File: src/urxf_pkg.sv
// Shared types and constants for the serial receiver with receive FIFO.
`timescale 1ns / 1ps

package urxf_pkg;

	// Field and register widths fixed by the interface.
	localparam int unsigned DATA_W   = 8;
	localparam int unsigned PERIOD_W = 16;
	localparam int unsigned FILL_W   = 6;
	localparam int unsigned BIT_W    = 3;

	// Bit period after reset, in line ticks (processed items).
	localparam logic [PERIOD_W-1:0] PERIOD_RESET = 16'd5000;

	// Index of the last data bit of a frame.
	localparam logic [BIT_W-1:0] LAST_BIT = 3'd7;

	// Receiver phases, one-hot.
	typedef enum logic [3:0] {
		PH_IDLE  = 4'b0001,
		PH_START = 4'b0010,
		PH_DATA  = 4'b0100,
		PH_STOP  = 4'b1000
	} phase_t;

	// A completed byte offered to the FIFO.
	typedef struct packed {
		logic              valid;
		logic [DATA_W-1:0] data;
	} push_t;

	// FIFO results for the item being processed.
	typedef struct packed {
		logic              pop_valid;
		logic [DATA_W-1:0] pop_byte;
		logic [FILL_W-1:0] fill_count;
		logic              overflow;
	} fifo_status_t;

endpackage

File: src/uart_receiver_with_fifo.sv
// An item waits in the input register; its result is registered when the item is processed.
// One item per cycle while out_stall is low; input and result registers hold one item each.
// The FIFO head is prefetched by a registered memory read, so a pop is served from a register.
// Reset (arst_n low): receiver idle, FIFO empty, bit period 5000; storage is not cleared.
// No clearing pass follows reset; an item may be transferred as soon as arst_n is high.
`timescale 1ns / 1ps

module uart_receiver_with_fifo #(
	parameter int unsigned FIFO_DEPTH = 64
) (
	input  logic                          clk,
	input  logic                          arst_n,
	input  logic                          in_valid,
	output logic                          in_stall,
	input  logic                          line_level,
	input  logic                          pop_req,
	output logic                          out_valid,
	input  logic                          out_stall,
	output logic                          pop_valid,
	output logic [urxf_pkg::DATA_W-1:0]   pop_byte,
	output logic [urxf_pkg::FILL_W-1:0]   fill_count,
	output logic                          overflow,
	input  logic                          cfg_valid,
	output logic                          cfg_ready,
	input  logic [urxf_pkg::PERIOD_W-1:0] cfg_data
);
	import urxf_pkg::*;

	logic                valid_s1, line_s1, pop_s1;
	logic                out_valid_s2;
	fifo_status_t        result_s2;
	logic [PERIOD_W-1:0] bit_period_q;
	logic                adv;
	push_t               push;
	fifo_status_t        status;

	// The held item is processed when the result register is free or being emptied.
	assign adv       = valid_s1 && (!out_valid_s2 || !out_stall);
	assign in_stall  = valid_s1 && !adv;
	assign cfg_ready = 1'b1;

	// Bit period register.
	always_ff @(posedge clk or negedge arst_n) begin
		if (!arst_n) begin
			bit_period_q <= PERIOD_RESET;
		end else if (cfg_valid && cfg_ready) begin
			bit_period_q <= cfg_data;
		end
	end

	// Input register.
	always_ff @(posedge clk or negedge arst_n) begin
		if (!arst_n) begin
			valid_s1 <= 1'b0;
		end else if (in_valid && !in_stall) begin
			valid_s1 <= 1'b1;
		end else if (adv) begin
			valid_s1 <= 1'b0;
		end
	end

	always_ff @(posedge clk) begin
		if (in_valid && !in_stall) begin
			line_s1 <= line_level;
			pop_s1  <= pop_req;
		end
	end

	// Frame sampler and FIFO.
	urxf_deser u_deser (
		.clk        (clk),
		.arst_n     (arst_n),
		.adv        (adv),
		.line_level (line_s1),
		.bit_period (bit_period_q),
		.push       (push)
	);

	urxf_fifo #(
		.FIFO_DEPTH (FIFO_DEPTH)
	) u_fifo (
		.clk     (clk),
		.arst_n  (arst_n),
		.adv     (adv),
		.push    (push),
		.pop_req (pop_s1),
		.status  (status)
	);

	// Result register.
	always_ff @(posedge clk or negedge arst_n) begin
		if (!arst_n) begin
			out_valid_s2 <= 1'b0;
		end else if (adv) begin
			out_valid_s2 <= 1'b1;
		end else if (!out_stall) begin
			out_valid_s2 <= 1'b0;
		end
	end

	always_ff @(posedge clk) begin
		if (adv) begin
			result_s2 <= status;
		end
	end

	assign out_valid  = out_valid_s2;
	assign pop_valid  = result_s2.pop_valid;
	assign pop_byte   = result_s2.pop_byte;
	assign fill_count = result_s2.fill_count;
	assign overflow   = result_s2.overflow;

	// The input side is only held back while an item waits in the input register.
	a_stall_needs_item: assert property (@(posedge clk) disable iff (!arst_n)
		in_stall |-> valid_s1)
		else $error("input stalled with no item held");

	// A result without a popped byte carries a zero byte.
	a_byte_zero: assert property (@(posedge clk) disable iff (!arst_n)
		(out_valid && !pop_valid) |-> (pop_byte == '0))
		else $error("pop byte non-zero without pop");

	// An overflow is only flagged for a byte that has just completed.
	a_push_on_adv: assert property (@(posedge clk) disable iff (!arst_n)
		(adv && status.overflow) |-> push.valid)
		else $error("overflow flagged without a completed byte");

	// Processing an item always fills the result register on the next edge.
	a_adv_fills: assert property (@(posedge clk) disable iff (!arst_n)
		adv |=> out_valid)
		else $error("processed item produced no result");

endmodule

File: src/urxf_deser.sv
// Serial frame sampler: start check, eight data bits LSB first, stop bit.
`timescale 1ns / 1ps

module urxf_deser (
	input  logic                       clk,
	input  logic                       arst_n,
	input  logic                       adv,
	input  logic                       line_level,
	input  logic [urxf_pkg::PERIOD_W-1:0] bit_period,
	output urxf_pkg::push_t            push
);
	import urxf_pkg::*;

	phase_t              phase_q, phase_n;
	logic [PERIOD_W-1:0] tick_q, tick_n, tick_inc, target;
	logic [BIT_W-1:0]    bit_q, bit_n;
	logic [DATA_W-1:0]   shift_q, shift_n;
	logic                reached;

	// Tick counter and the target of the current phase.
	always_comb begin
		tick_inc = tick_q + PERIOD_W'(1);
		target   = (phase_q == PH_START) ? (bit_period >> 1) : bit_period;
		reached  = (tick_inc >= target);
	end

	// Next-state logic for one tick.
	always_comb begin
		phase_n    = phase_q;
		tick_n     = reached ? '0 : tick_inc;
		bit_n      = bit_q;
		shift_n    = shift_q;
		push.valid = 1'b0;
		push.data  = shift_q;
		case (phase_q)
			PH_IDLE: begin
				tick_n = '0;
				if (!line_level) begin
					phase_n = PH_START;
				end
			end
			PH_START: begin
				if (reached) begin
					if (line_level) begin
						phase_n = PH_IDLE;
					end else begin
						phase_n = PH_DATA;
						bit_n   = '0;
						shift_n = '0;
					end
				end
			end
			PH_DATA: begin
				if (reached) begin
					shift_n = shift_q | (DATA_W'(line_level) << bit_q);
					if (bit_q == LAST_BIT) begin
						bit_n   = '0;
						phase_n = PH_STOP;
					end else begin
						bit_n = bit_q + BIT_W'(1);
					end
				end
			end
			PH_STOP: begin
				if (reached) begin
					push.valid = 1'b1;
					phase_n    = PH_IDLE;
				end
			end
			default: begin
				phase_n = PH_IDLE;
				tick_n  = '0;
			end
		endcase
	end

	// State registers advance once per processed item.
	always_ff @(posedge clk or negedge arst_n) begin
		if (!arst_n) begin
			phase_q <= PH_IDLE;
			tick_q  <= '0;
			bit_q   <= '0;
			shift_q <= '0;
		end else if (adv) begin
			phase_q <= phase_n;
			tick_q  <= tick_n;
			bit_q   <= bit_n;
			shift_q <= shift_n;
		end
	end

endmodule

File: src/urxf_fifo.sv
// Ring receive FIFO with one slot kept empty and a prefetched head entry.
`timescale 1ns / 1ps

module urxf_fifo #(
	parameter int unsigned FIFO_DEPTH = 64
) (
	input  logic                   clk,
	input  logic                   arst_n,
	input  logic                   adv,
	input  urxf_pkg::push_t        push,
	input  logic                   pop_req,
	output urxf_pkg::fifo_status_t status
);
	import urxf_pkg::*;

	localparam int unsigned PTR_W = (FIFO_DEPTH > 1) ? $clog2(FIFO_DEPTH) : 1;
	localparam int unsigned CNT_W = (PTR_W + 1 > FILL_W) ? PTR_W + 1 : FILL_W;
	localparam logic [PTR_W-1:0] LAST_PTR = PTR_W'(FIFO_DEPTH - 1);

	logic [DATA_W-1:0] mem [FIFO_DEPTH];
	logic [DATA_W-1:0] head_q;
	logic [PTR_W-1:0]  wp_q, rp_q, wp_inc, rp_inc, wp_a, rp_a, rp_n;
	logic [PTR_W:0]    cnt;
	logic [CNT_W-1:0]  cnt_ext;
	logic              full, do_push, pop_ok;

	// Push first, then serve the pop against the updated contents.
	always_comb begin
		wp_inc  = (wp_q == LAST_PTR) ? '0 : wp_q + PTR_W'(1);
		rp_inc  = (rp_q == LAST_PTR) ? '0 : rp_q + PTR_W'(1);
		full    = (wp_inc == rp_q);
		do_push = push.valid && !full;
		wp_a    = do_push ? wp_inc : wp_q;
		pop_ok  = pop_req && (wp_a != rp_q);
		rp_a    = pop_ok ? rp_inc : rp_q;
		rp_n    = adv ? rp_a : rp_q;
		cnt     = (wp_a >= rp_a) ? ({1'b0, wp_a} - {1'b0, rp_a})
			: ({1'b0, wp_a} + (PTR_W + 1)'(FIFO_DEPTH) - {1'b0, rp_a});
		cnt_ext = CNT_W'(cnt);
		status.pop_valid  = pop_ok;
		// An empty FIFO can only be popped when the byte arrives this tick.
		status.pop_byte   = !pop_ok ? '0 : ((rp_q == wp_q) ? push.data : head_q);
		status.fill_count = cnt_ext[FILL_W-1:0];
		status.overflow   = push.valid && full;
	end

	// Storage write, with the head entry re-read every cycle at the next read pointer.
	always_ff @(posedge clk) begin
		if (adv && do_push) begin
			mem[wp_q] <= push.data;
		end
		if (adv && do_push && (wp_q == rp_n)) begin
			head_q <= push.data;
		end else begin
			head_q <= mem[rp_n];
		end
	end

	// Pointers.
	always_ff @(posedge clk or negedge arst_n) begin
		if (!arst_n) begin
			wp_q <= '0;
			rp_q <= '0;
		end else if (adv) begin
			wp_q <= wp_a;
			rp_q <= rp_a;
		end
	end

endmodule

File: config.mk
export PLATFORM = sky130hd
export DESIGN_NAME = uart_receiver_with_fifo
export DESIGN_NICKNAME = d
export VERILOG_FILES = /design/src/urxf_pkg.sv /design/src/uart_receiver_with_fifo.sv /design/src/urxf_deser.sv /design/src/urxf_fifo.sv
export SDC_FILE = /design/constraint.sdc
export NUM_CORES = 1
export LEC_CHECK = 0
export BUFFER_PORTS_ARGS = -buffer_cell sky130_fd_sc_hd__buf_2
export CORE_ASPECT_RATIO = 1.1
export CORE_UTILIZATION = 50
export CTS_BUF_LIST = sky130_fd_sc_hd__clkbuf_4 sky130_fd_sc_hd__clkbuf_8 sky130_fd_sc_hd__clkbuf_16
export DETAILED_ROUTE_END_ITERATION = 8
export PLACE_DENSITY_LB_ADDON = 0.12
export SLEW_MARGIN = 20
export SYNTH_ARGS = -nofsm -noshare
export SYNTH_HDL_FRONTEND = slang
export SYNTH_SLANG_ARGS = --single-unit
File: constraint.sdc
create_clock -name clk -period 6.4 [get_ports clk]
set_input_delay 1.28 -clock clk [delete_from_list [all_inputs] [get_ports clk]]
set_output_delay 1.28 -clock clk [all_outputs]
set_load 0.005 [all_outputs]
# Yosys cells after proc, flatten, opt, wreduce, memory -nomap -nowiden
# Memories as Yosys holds them, arrays and structs flattened. A register that Yosys moved wholly into a read port is not among the register bits.
# Index checks and enable logic that the tools add are counted.
# W data, S select, Z words.
# totals
n_memories,1
inputBits,23
output_inout_bits,19
elab_cells,96
ramBits,512
regBits,79
# memory_table
name,depth,width,rd,rd_ports_with_merged_regs,wr,line_no,text
u_fifo.mem,64,8,1,1,1,urxf_fifo.sv:20,logic [DATA_W-1:0] mem [FIFO_DEPTH];
# op_classes
mux,34
add_sub_neg,7
shifts,1
reduce_logical,18
bitwise,1
order_cmp,2
n_eq_ne,17
# op_table
operator,n
$mux W16,3
$mux W6,6
$mux W8,4
$mux W4,5
$add A6 B1 Y6 const B,3
$add A16 B1 Y16 const B,1
$ge A16 B16 Y1,1
$pmux W4 S4,1
$pmux W8 S2,1
$mux W3,5
$eq A6 B6 Y1,2
$eq A6 B6 Y1 const B,2
$sub A6 B6 Y6,2
$ne A2 B1 Y1 const B,5
$mux W1,8
$or A8 B8 Y8,1
$shl A1 B3 Y8,1
$logic_and A1 B1 Y1,7
$ge A6 B6 Y1,1
$ne A6 B6 Y1,1
$pmux W3 S2,1
$reduce_and A6 Y1,1
$logic_not A1 Y1,5
$reduce_and A5 Y1,1
10 further kinds,12

# Longest topological paths before layout
# Gate-level depths: netlist (run 1).
# logic_depth
ltp_word,12
depth_mapped,24
mapped_depth_nobuf,23

# Cells and area by module
# A second synthesis (run 1) with hierarchy kept.
# hier_totals
hier_cells,1342
hier_area_um2,24984.0
# modules_own_cells
module,area_per_inst_um2,n_inst,cells_per_inst,seq_area_each_um2
urxf_fifo,21369.2,1,1021,15795.1
urxf_deser,2321.0,1,259,777.0
uart_receiver_with_fifo,1293.7,1,62,997.2

# Least setup slack after synthesis (run 1)
# Ideal clock, no wire load.
# synth_timing
path_kind,register to register
start,register u_deser.phase_q[3]
end,"register result_s2 (netlist bit fill_count[5]), data pin"
stages_incl_launch_ff,22
slack_ns,0.506
setup_time_ns,0.265
path_buffers,4
required_ns,6.135
period_less_slack_ns,5.894
arrival_time_ns,5.629
path_cell_list,dfrtp_1 -> clkbuf_1 -> nor4b_1 -> clkbuf_1 -> clkbuf_1 -> mux2i_1 -> ha_1 -> a21o_1 -> a221oi_1 -> o21ai_1 -> a2111o_1 -> nand3_2 -> mux2_4 -> o41ai_4 -> buf_6 -> mux2i_1 -> ha_1 -> a21o_1 -> a21oi_1 -> o21bai_1 -> a21oi_1 -> xor2_1
# synth_rtl
element,line_no,text
from (decl),urxf_deser.sv:14,"phase_t phase_q, phase_n;"
from (signal assigned),urxf_deser.sv:85,phase_q <= phase_n;
to (signal assigned),uart_receiver_with_fifo.sv:103,result_s2 <= status;
to (decl),uart_receiver_with_fifo.sv:31,fifo_status_t result_s2;

==> flow_metrics.tcl, run 1 <==
set metrics [dict create \
    status "finished, final reports clean" \
    area_growth_pct 13.1 \
    timing.rr.start "u_deser.tick_q[0]" \
    cts_buffers 59 \
    drt_iter0_drc 1198 \
    firstDrtPassIters 5 \
    cts_sinks 597 \
    worstPathRequired_ns 6.75 \
    num_vias 12415 \
    finalHoldViolCount 0 \
    period_minus_slack_ns 5.94 \
    grt.total_usage 0.225 \
    synth_fp_nets 1343 \
    holdBufCountCts 0 \
    synthTopCellsByCount "edfxtp_1, mux4_2, nor2_1" \
    drv_cap 0 \
    tightest_slew_ns 1.06 \
    period_share 0.927 \
    drt-wirelength-per-cell_um 26.2 \
    ys_types 69 \
    muxShareOfSynthArea 0.176 \
    synth_cells 1293 \
    min_to "u_deser.shift_q[4]" \
    setup_violations 0 \
    worstSetupEndpointType "register" \
    power_per_cell_area_mw_per_mm2 287 \
    die_area_mm2 0.0503 \
    slew_headroom 0.293 \
    max_freq_ghz 0.168 \
    cp_slowest_stage_delay_ns 0.44 \
    critPathMaxFanout 20 \
    syn_avg_cell_area_um2 19.1 \
    antenna_found_initial 0 \
    synth_compound_area_frac 0.0258 \
    dpl.hpwl_um 34000 \
    r2r_setup_slack_ns 0.46 \
    grt_max_degree 67 \
    arrival_ns 6.29 \
    fp.coreArea_mm2 0.0489 \
    yosysTopAreaCell "edfxtp_1" \
    io_pins 42 \
    synthFlopType "edfxtp_1" \
    synthXorXnorAreaFrac 0.0124 \
    io_buffer_count 40 \
    seq_area_frac_synth 0.711 \
    synth_edf_count 530 \
    ir_drop_v 0.000195 \
    hold-worst-slack_ns 0.503 \
    clk_path_buf_depth 3 \
    n_antenna_cell 0 \
    min_path_type "reg2reg" \
    yosys.area.top_type_share 0.644 \
    yosysMostFrequentCell "edfxtp_1" \
    final_core_util 0.571 \
    async_flop_share 0.102 \
    ys_ff_latch 597 \
    path_buf_inv 1 \
    synth.area.top_cells "edfxtp_1, mux4_2, dfrtp_1, nor2_1, ha_1" \
    drive_gt1_frac 0.307 \
    rsz0062_at_grt "false" \
    initial_utilization 0.505 \
    min_from "u_deser.shift_q[4]" \
    synth-adder-area-share 0.0140 \
    synth_top_family_by_area "multiplexers" \
    grt_pass1_vias 12892 \
    setup_tns_ns 0 \
    grt_pass1_wl_um 83600 \
    htreeDepth 2 \
    ys_warn_count 0 \
    antenna_left 0 \
    insertion_delay_ns 0.61 \
    fin_worst_skew_ns 0.0139 \
    min_path_cells 2 \
    fillers 3721 \
    netlist_area_mm2 0.0247 \
    worstSetupStartpointType "register" \
    die_w_um 214 \
    cts_tree "yes" \
    r2r_cells 23 \
    fin_nets 1451 \
    gp_congestion 0.812 \
    crit_family "simple AND/OR/NAND/NOR gates" \
    fin_area_mm2 0.0280 \
    die_y_um 235 \
    vias_per_cell 5.90 \
    finalMaxSlewViolations 0 \
    r2r_end "fill_count[5]" \
    path_cells "ha_1 -> nand3_1 -> nor2_2 -> and3_1 -> and3_1 -> nand3_1 -> xnor2_1 -> ha_1 -> and4_1 -> nand4_1 -> a2111oi_2 -> a2111o_1 -> nand3_2 -> mux2_4 -> o41ai_4 -> buf_6 -> nor2_1 -> xnor2_1 -> ha_1 -> a21oi_1 -> o21bai_1 -> a21oi_1 -> xor2_1" \
    timing.critical_path.mode_cell "ha_1" \
    synth-simple-area-share 0.0465 \
    placed_area_mm2 0.0260 \
    root_buffer "clkbuf_16" \
    rows 85 \
    clk_pin_slew_worst_paths_ns 0.06 \
    grt-ovfl-total 0 \
    drc_errors 0 \
    wl_um 55100 \
    critPathSlowestCell "o41ai_4" \
    crit_type "reg2reg" \
    p_leak_nw 10.5 \
]
==> cells by family after synthesis <==
| group | Yosys count |
|---|---|
| XOR/XNOR | 35 |
| flip-flops | 597 |
| AO/OA/AOI/OAI | 88 |
| AND/OR/NAND/NOR | 242 |
| adder cells (fa/ha/maj) | 27 |
| buffers and inverters | 82 |
| multiplexers | 221 |
| other | 1 |
==> placed cells by master (no fill, tap or decap), types with 4 or more instances in the layout <==
| master | count |
|---|---|
| or3_1 | 6 |
| buf_2 | 40 |
| inv_1 | 14 |
| nor2b_1 | 8 |
| and3_1 | 13 |
| dfrtp_1 | 47 |
| mux4_2 | 168 |
| nor3_1 | 10 |
| nand3b_1 | 4 |
| clkinv_1 | 12 |
| nand2_1 | 46 |
| dfstp_2 | 6 |
| clkbuf_4 | 19 |
| clkbuf_16 | 61 |
| xor2_1 | 19 |
| nand3_1 | 20 |
| o21ai_0 | 30 |
| nor2_1 | 103 |
| edfxtp_1 | 530 |
| o31a_1 | 4 |
| o21ai_1 | 4 |
| ha_1 | 26 |
| a21oi_1 | 14 |
| dfrtp_2 | 8 |
| buf_4 | 72 |
| mux2_2 | 25 |
| clkinv_2 | 11 |
| xnor2_1 | 16 |
| mux2i_1 | 24 |
| nand2b_1 | 6 |
| and2_1 | 4 |
| a21o_1 | 4 |
==> sequential cells by signal, indices dropped and copies added, names as in the netlist, 3 cells and up, named ones only <==
signal,cells
u_fifo.wp_q,6
u_deser.tick_q,16
u_fifo.rp_q,6
fill_count,6
u_fifo.mem,512
u_deser.shift_q,8
pop_byte,8
u_deser.bit_q,3
bit_period_q,16
u_deser.phase_q,4
==> report_power, final <==
| part | switching, mW | internal [mW] |
|---|---|---|
| combinational | 0.197 | 0.164 |
| sequential | 0.0459 | 4.23 |
| clock | 1.43 | 1.95 |
==> layout make-up <==
class                           instances  area (µm²)  share of cell area
Tap cell                              652         816              0.0292
Multi-Input combinational cell        614        6810               0.243
Clock buffer                           80        1670              0.0597
Clock inverter                         31         231             0.00828
Timing Repair Buffer                  115         792              0.0283
Sequential cell                       597       17600               0.629
Inverter                               14        52.6             0.00188
==> worst max path at each step <==
stage	start	to	slack (ns)	depth (start not counted)
5_1_grt	u_deser.tick_q[0]	fill_count[5]	0.03	23
6_report	u_deser.tick_q[0]	fill_count[5]	0.46	23
2_1_floorplan	u_deser.phase_q[3]	fill_count[5]	0.51	21
4_1_cts	u_deser.tick_q[0]	fill_count[5]	0.33	23
3_3_place_gp	u_deser.tick_q[0]	fill_count[5]	0.56	23
3_5_place_dp	u_deser.tick_q[0]	fill_count[5]	0.36	23
==> repair_timing <==
item	in CTS	in global routing
gates resized for setup	0	2
endpoints found under the setup margin	0	1
buffers inserted	0	0
==> stage by stage <==
step           std cells  worst slack, ns  power (mW)
2_1_floorplan       1293            0.506        4.61
3_3_place_gp        1992            0.562        4.71
3_5_place_dp        1992            0.359        4.72
4_1_cts             2103            0.327        8.08
5_1_grt             2103           0.0258        8.26
6_report            2103            0.465        8.01
==> per-layer routing <==
metal | up-vias | share of wire | GRT usage
li1 | 5448 | - | -
met4 | 0 | 0.019 | 0.0558
met1 | 6545 | 0.44 | 0.324
met2 | 345 | 0.50 | 0.367
met3 | 77 | 0.048 | 0.0304
met5 | - | 0 | 0
==> worst min-delay path, delay by kind of cell, from the launching register on <==
kind / cells / cell delay, ns
AO/OA/AOI/OAI: 1 / 0.04
AND/OR/NAND/NOR: 1 / 0.07
flip-flops: 1 / 0.35
Power figures use the tool's default switching activity.
==> run 2, diff against run 1 <==
--- a/config.mk
+++ b/config.mk
@@ -7,7 +7,7 @@
 export LEC_CHECK = 0
 export BUFFER_PORTS_ARGS = -buffer_cell sky130_fd_sc_hd__buf_2
 export CORE_ASPECT_RATIO = 1.1
-export CORE_UTILIZATION = 50
+export CORE_UTILIZATION = 40
 export CTS_BUF_LIST = sky130_fd_sc_hd__clkbuf_4 sky130_fd_sc_hd__clkbuf_8 sky130_fd_sc_hd__clkbuf_16
 export DETAILED_ROUTE_END_ITERATION = 8
 export PLACE_DENSITY_LB_ADDON = 0.12
==> run 2 against run 1 <==
Net effect:
- total power rose by 2.5%
- clock-buffer cell count fell by 6
- register-to-register slack improved by 0.02 ns
- die area rose by 25%
- non-clock buffer count fell by 15
- combinational power rose by 3%
- final area rose by 0.85%
- critical path depth fell by 1
- maximum frequency rose by 0.26%
==> flow_metrics.tcl, run 2 (synthesis gave the netlist of run 1 again) <==
set metrics [dict create \
    status "finished, final reports clean" \
    finalHoldViolCount 0 \
    antenna_found_initial 3 \
    rsz0062_at_grt "false" \
    path_cells "ha_1 -> nand3_1 -> nor2_2 -> and3_1 -> and3_1 -> nand3_1 -> xnor2_1 -> ha_1 -> and4_1 -> nand4_1 -> a2111oi_2 -> a2111o_1 -> nand3_2 -> mux2_4 -> o41ai_4 -> mux2i_1 -> ha_1 -> a21o_1 -> a21oi_1 -> o21bai_1 -> a21oi_1 -> xor2_1" \
    worstSetupStartpointType "register" \
    tightest_slew_ns 1.05 \
    arrival_ns 6.27 \
    period_minus_slack_ns 5.92 \
    min_from "u_deser.shift_q[1]" \
    power_per_cell_area_mw_per_mm2 291 \
    fin_nets 1438 \
    fp.coreArea_mm2 0.0611 \
    min_path_cells 2 \
    drt-wirelength-per-cell_um 25.1 \
    clk_pin_slew_worst_paths_ns 0.06 \
    finalMaxSlewViolations 0 \
    vias_per_cell 5.39 \
    grt_max_degree 129 \
    drive_gt1_frac 0.301 \
    setup_tns_ns 0 \
    firstDrtPassIters 5 \
    p_leak_nw 10.5 \
    dpl.hpwl_um 34800 \
    initial_utilization 0.405 \
    final_core_util 0.461 \
    gp_congestion 0.773 \
    antenna_left 0 \
    period_share 0.925 \
    drv_cap 0 \
    drc_errors 0 \
    root_buffer "clkbuf_16" \
    die_y_um 263 \
    ir_drop_v 0.000190 \
    top_register "u_fifo.mem" \
    largest_reg_flops 512 \
    clk_path_buf_depth 3 \
    critPathMaxFanout 9 \
    min_to "u_deser.shift_q[1]" \
    crit_type "reg2reg" \
    drt_iter0_drc 1022 \
    worstPathRequired_ns 6.75 \
    max_freq_ghz 0.169 \
    fin_worst_skew_ns 0.0221 \
    slew_headroom 0.299 \
    min_path_type "reg2reg" \
    n_antenna_cell 0 \
    mostFrequentLayoutCell "edfxtp_1" \
    setup_violations 0 \
    r2r_setup_slack_ns 0.48 \
    area_growth_pct 14.0 \
    grt-ovfl-total 0 \
    die_w_um 239 \
    num_vias 12199 \
    r2r_cells 22 \
    grt_pass1_vias 12689 \
    io_pins 42 \
    grt_pass1_wl_um 84700 \
    timing.critical_path.mode_cell "ha_1" \
    hold-worst-slack_ns 0.501 \
    critPathSlowestCell "o41ai_4" \
    cts_sinks 597 \
    fillers 5291 \
    die_area_mm2 0.0628 \
    layout_common_cells "edfxtp_1, mux4_2, nor2_1" \
    cts_buffers 61 \
    wl_um 56900 \
    timing.rr.start "u_deser.tick_q[0]" \
    grt.total_usage 0.186 \
    insertion_delay_ns 0.64 \
    rows 95 \
    htreeDepth 2 \
    top_regs "u_fifo.mem x512, bit_period_q x16, u_deser.tick_q x16" \
    r2r_end "fill_count[5]" \
    cts_tree "yes" \
    worstSetupEndpointType "register" \
    holdBufCountCts 0 \
    io_buffer_count 40 \
    cp_slowest_stage_delay_ns 0.47 \
]
==> run 2: layout make-up <==
cell class	count	area [µm²]	share of cell area
flip-flops and latches	597	17600	0.624
multi-input cells	614	6810	0.241
clock buffers	74	1620	0.0576
well taps	824	1030	0.0366
repair buffers	100	704	0.0250
clock inverters	40	387	0.0137
inverters	14	52.6	0.00186
==> run 2: repair_timing <==
action,in CTS,in global routing
setup buffers,0,6
hold endpoints to repair,0,0
resized for setup,0,2
endpoints found under the setup margin,0,2
==> run 2: worst max path at each step <==
stage                             from             to  slack [ns]  depth (start not counted)
finish               u_deser.tick_q[0]  fill_count[5]        0.48                         22
detailed placement   u_deser.tick_q[0]  fill_count[5]        0.33                         23
CTS                  u_deser.tick_q[0]  fill_count[5]        0.26                         23
global route         u_deser.tick_q[0]  fill_count[5]        0.02                         22
global placement     u_deser.tick_q[0]  fill_count[5]        0.47                         23
floorplan           u_deser.phase_q[3]  fill_count[5]        0.51                         21
==> run 2: per-layer routing <==
metal / wire [µm] / share of wire / vias to the layer above / global-route usage
met5: 33 / 0.00058 / - / 0
met4: 1340 / 0.024 / 4 / 0.0518
met3: 3080 / 0.054 / 83 / 0.0368
met2: 27800 / 0.49 / 299 / 0.302
met1: 24600 / 0.43 / 6392 / 0.253
li1: - / - / 5421 / -
==> run 2: per-stage QoR <==
step | total power, mW | std cells | cell area [µm²] | setup WS [ns]
2_1_floorplan | 4.61 | 1293 | 24700 | 0.506
3_3_place_gp | 4.73 | 2143 | 26100 | 0.470
3_5_place_dp | 4.73 | 2143 | 26100 | 0.326
4_1_cts | 8.31 | 2257 | 28100 | 0.259
5_1_grt | 8.47 | 2263 | 28200 | 0.0178
6_report | 8.21 | 2263 | 28200 | 0.480
==> run 2: worst max-delay path: cells and delay by family (launching register included) <==
kind / cells / cell delay [ns]
AO/OA/AOI/OAI: 7 / 1.72
flip-flops: 1 / 0.42
adder cells (fa/ha/maj): 3 / 0.85
multiplexers: 2 / 0.75
AND/OR/NAND/NOR: 8 / 1.65
XOR/XNOR: 2 / 0.26
==> run 2: where the power goes <==
group / switching [mW] / internal [mW] / total (mW)
Sequential: 0.0481 / 4.23 / 4.27
Clock: 1.48 / 2.09 / 3.57
Combinational: 0.199 / 0.173 / 0.372
Total: 1.73 / 6.48 / 8.21
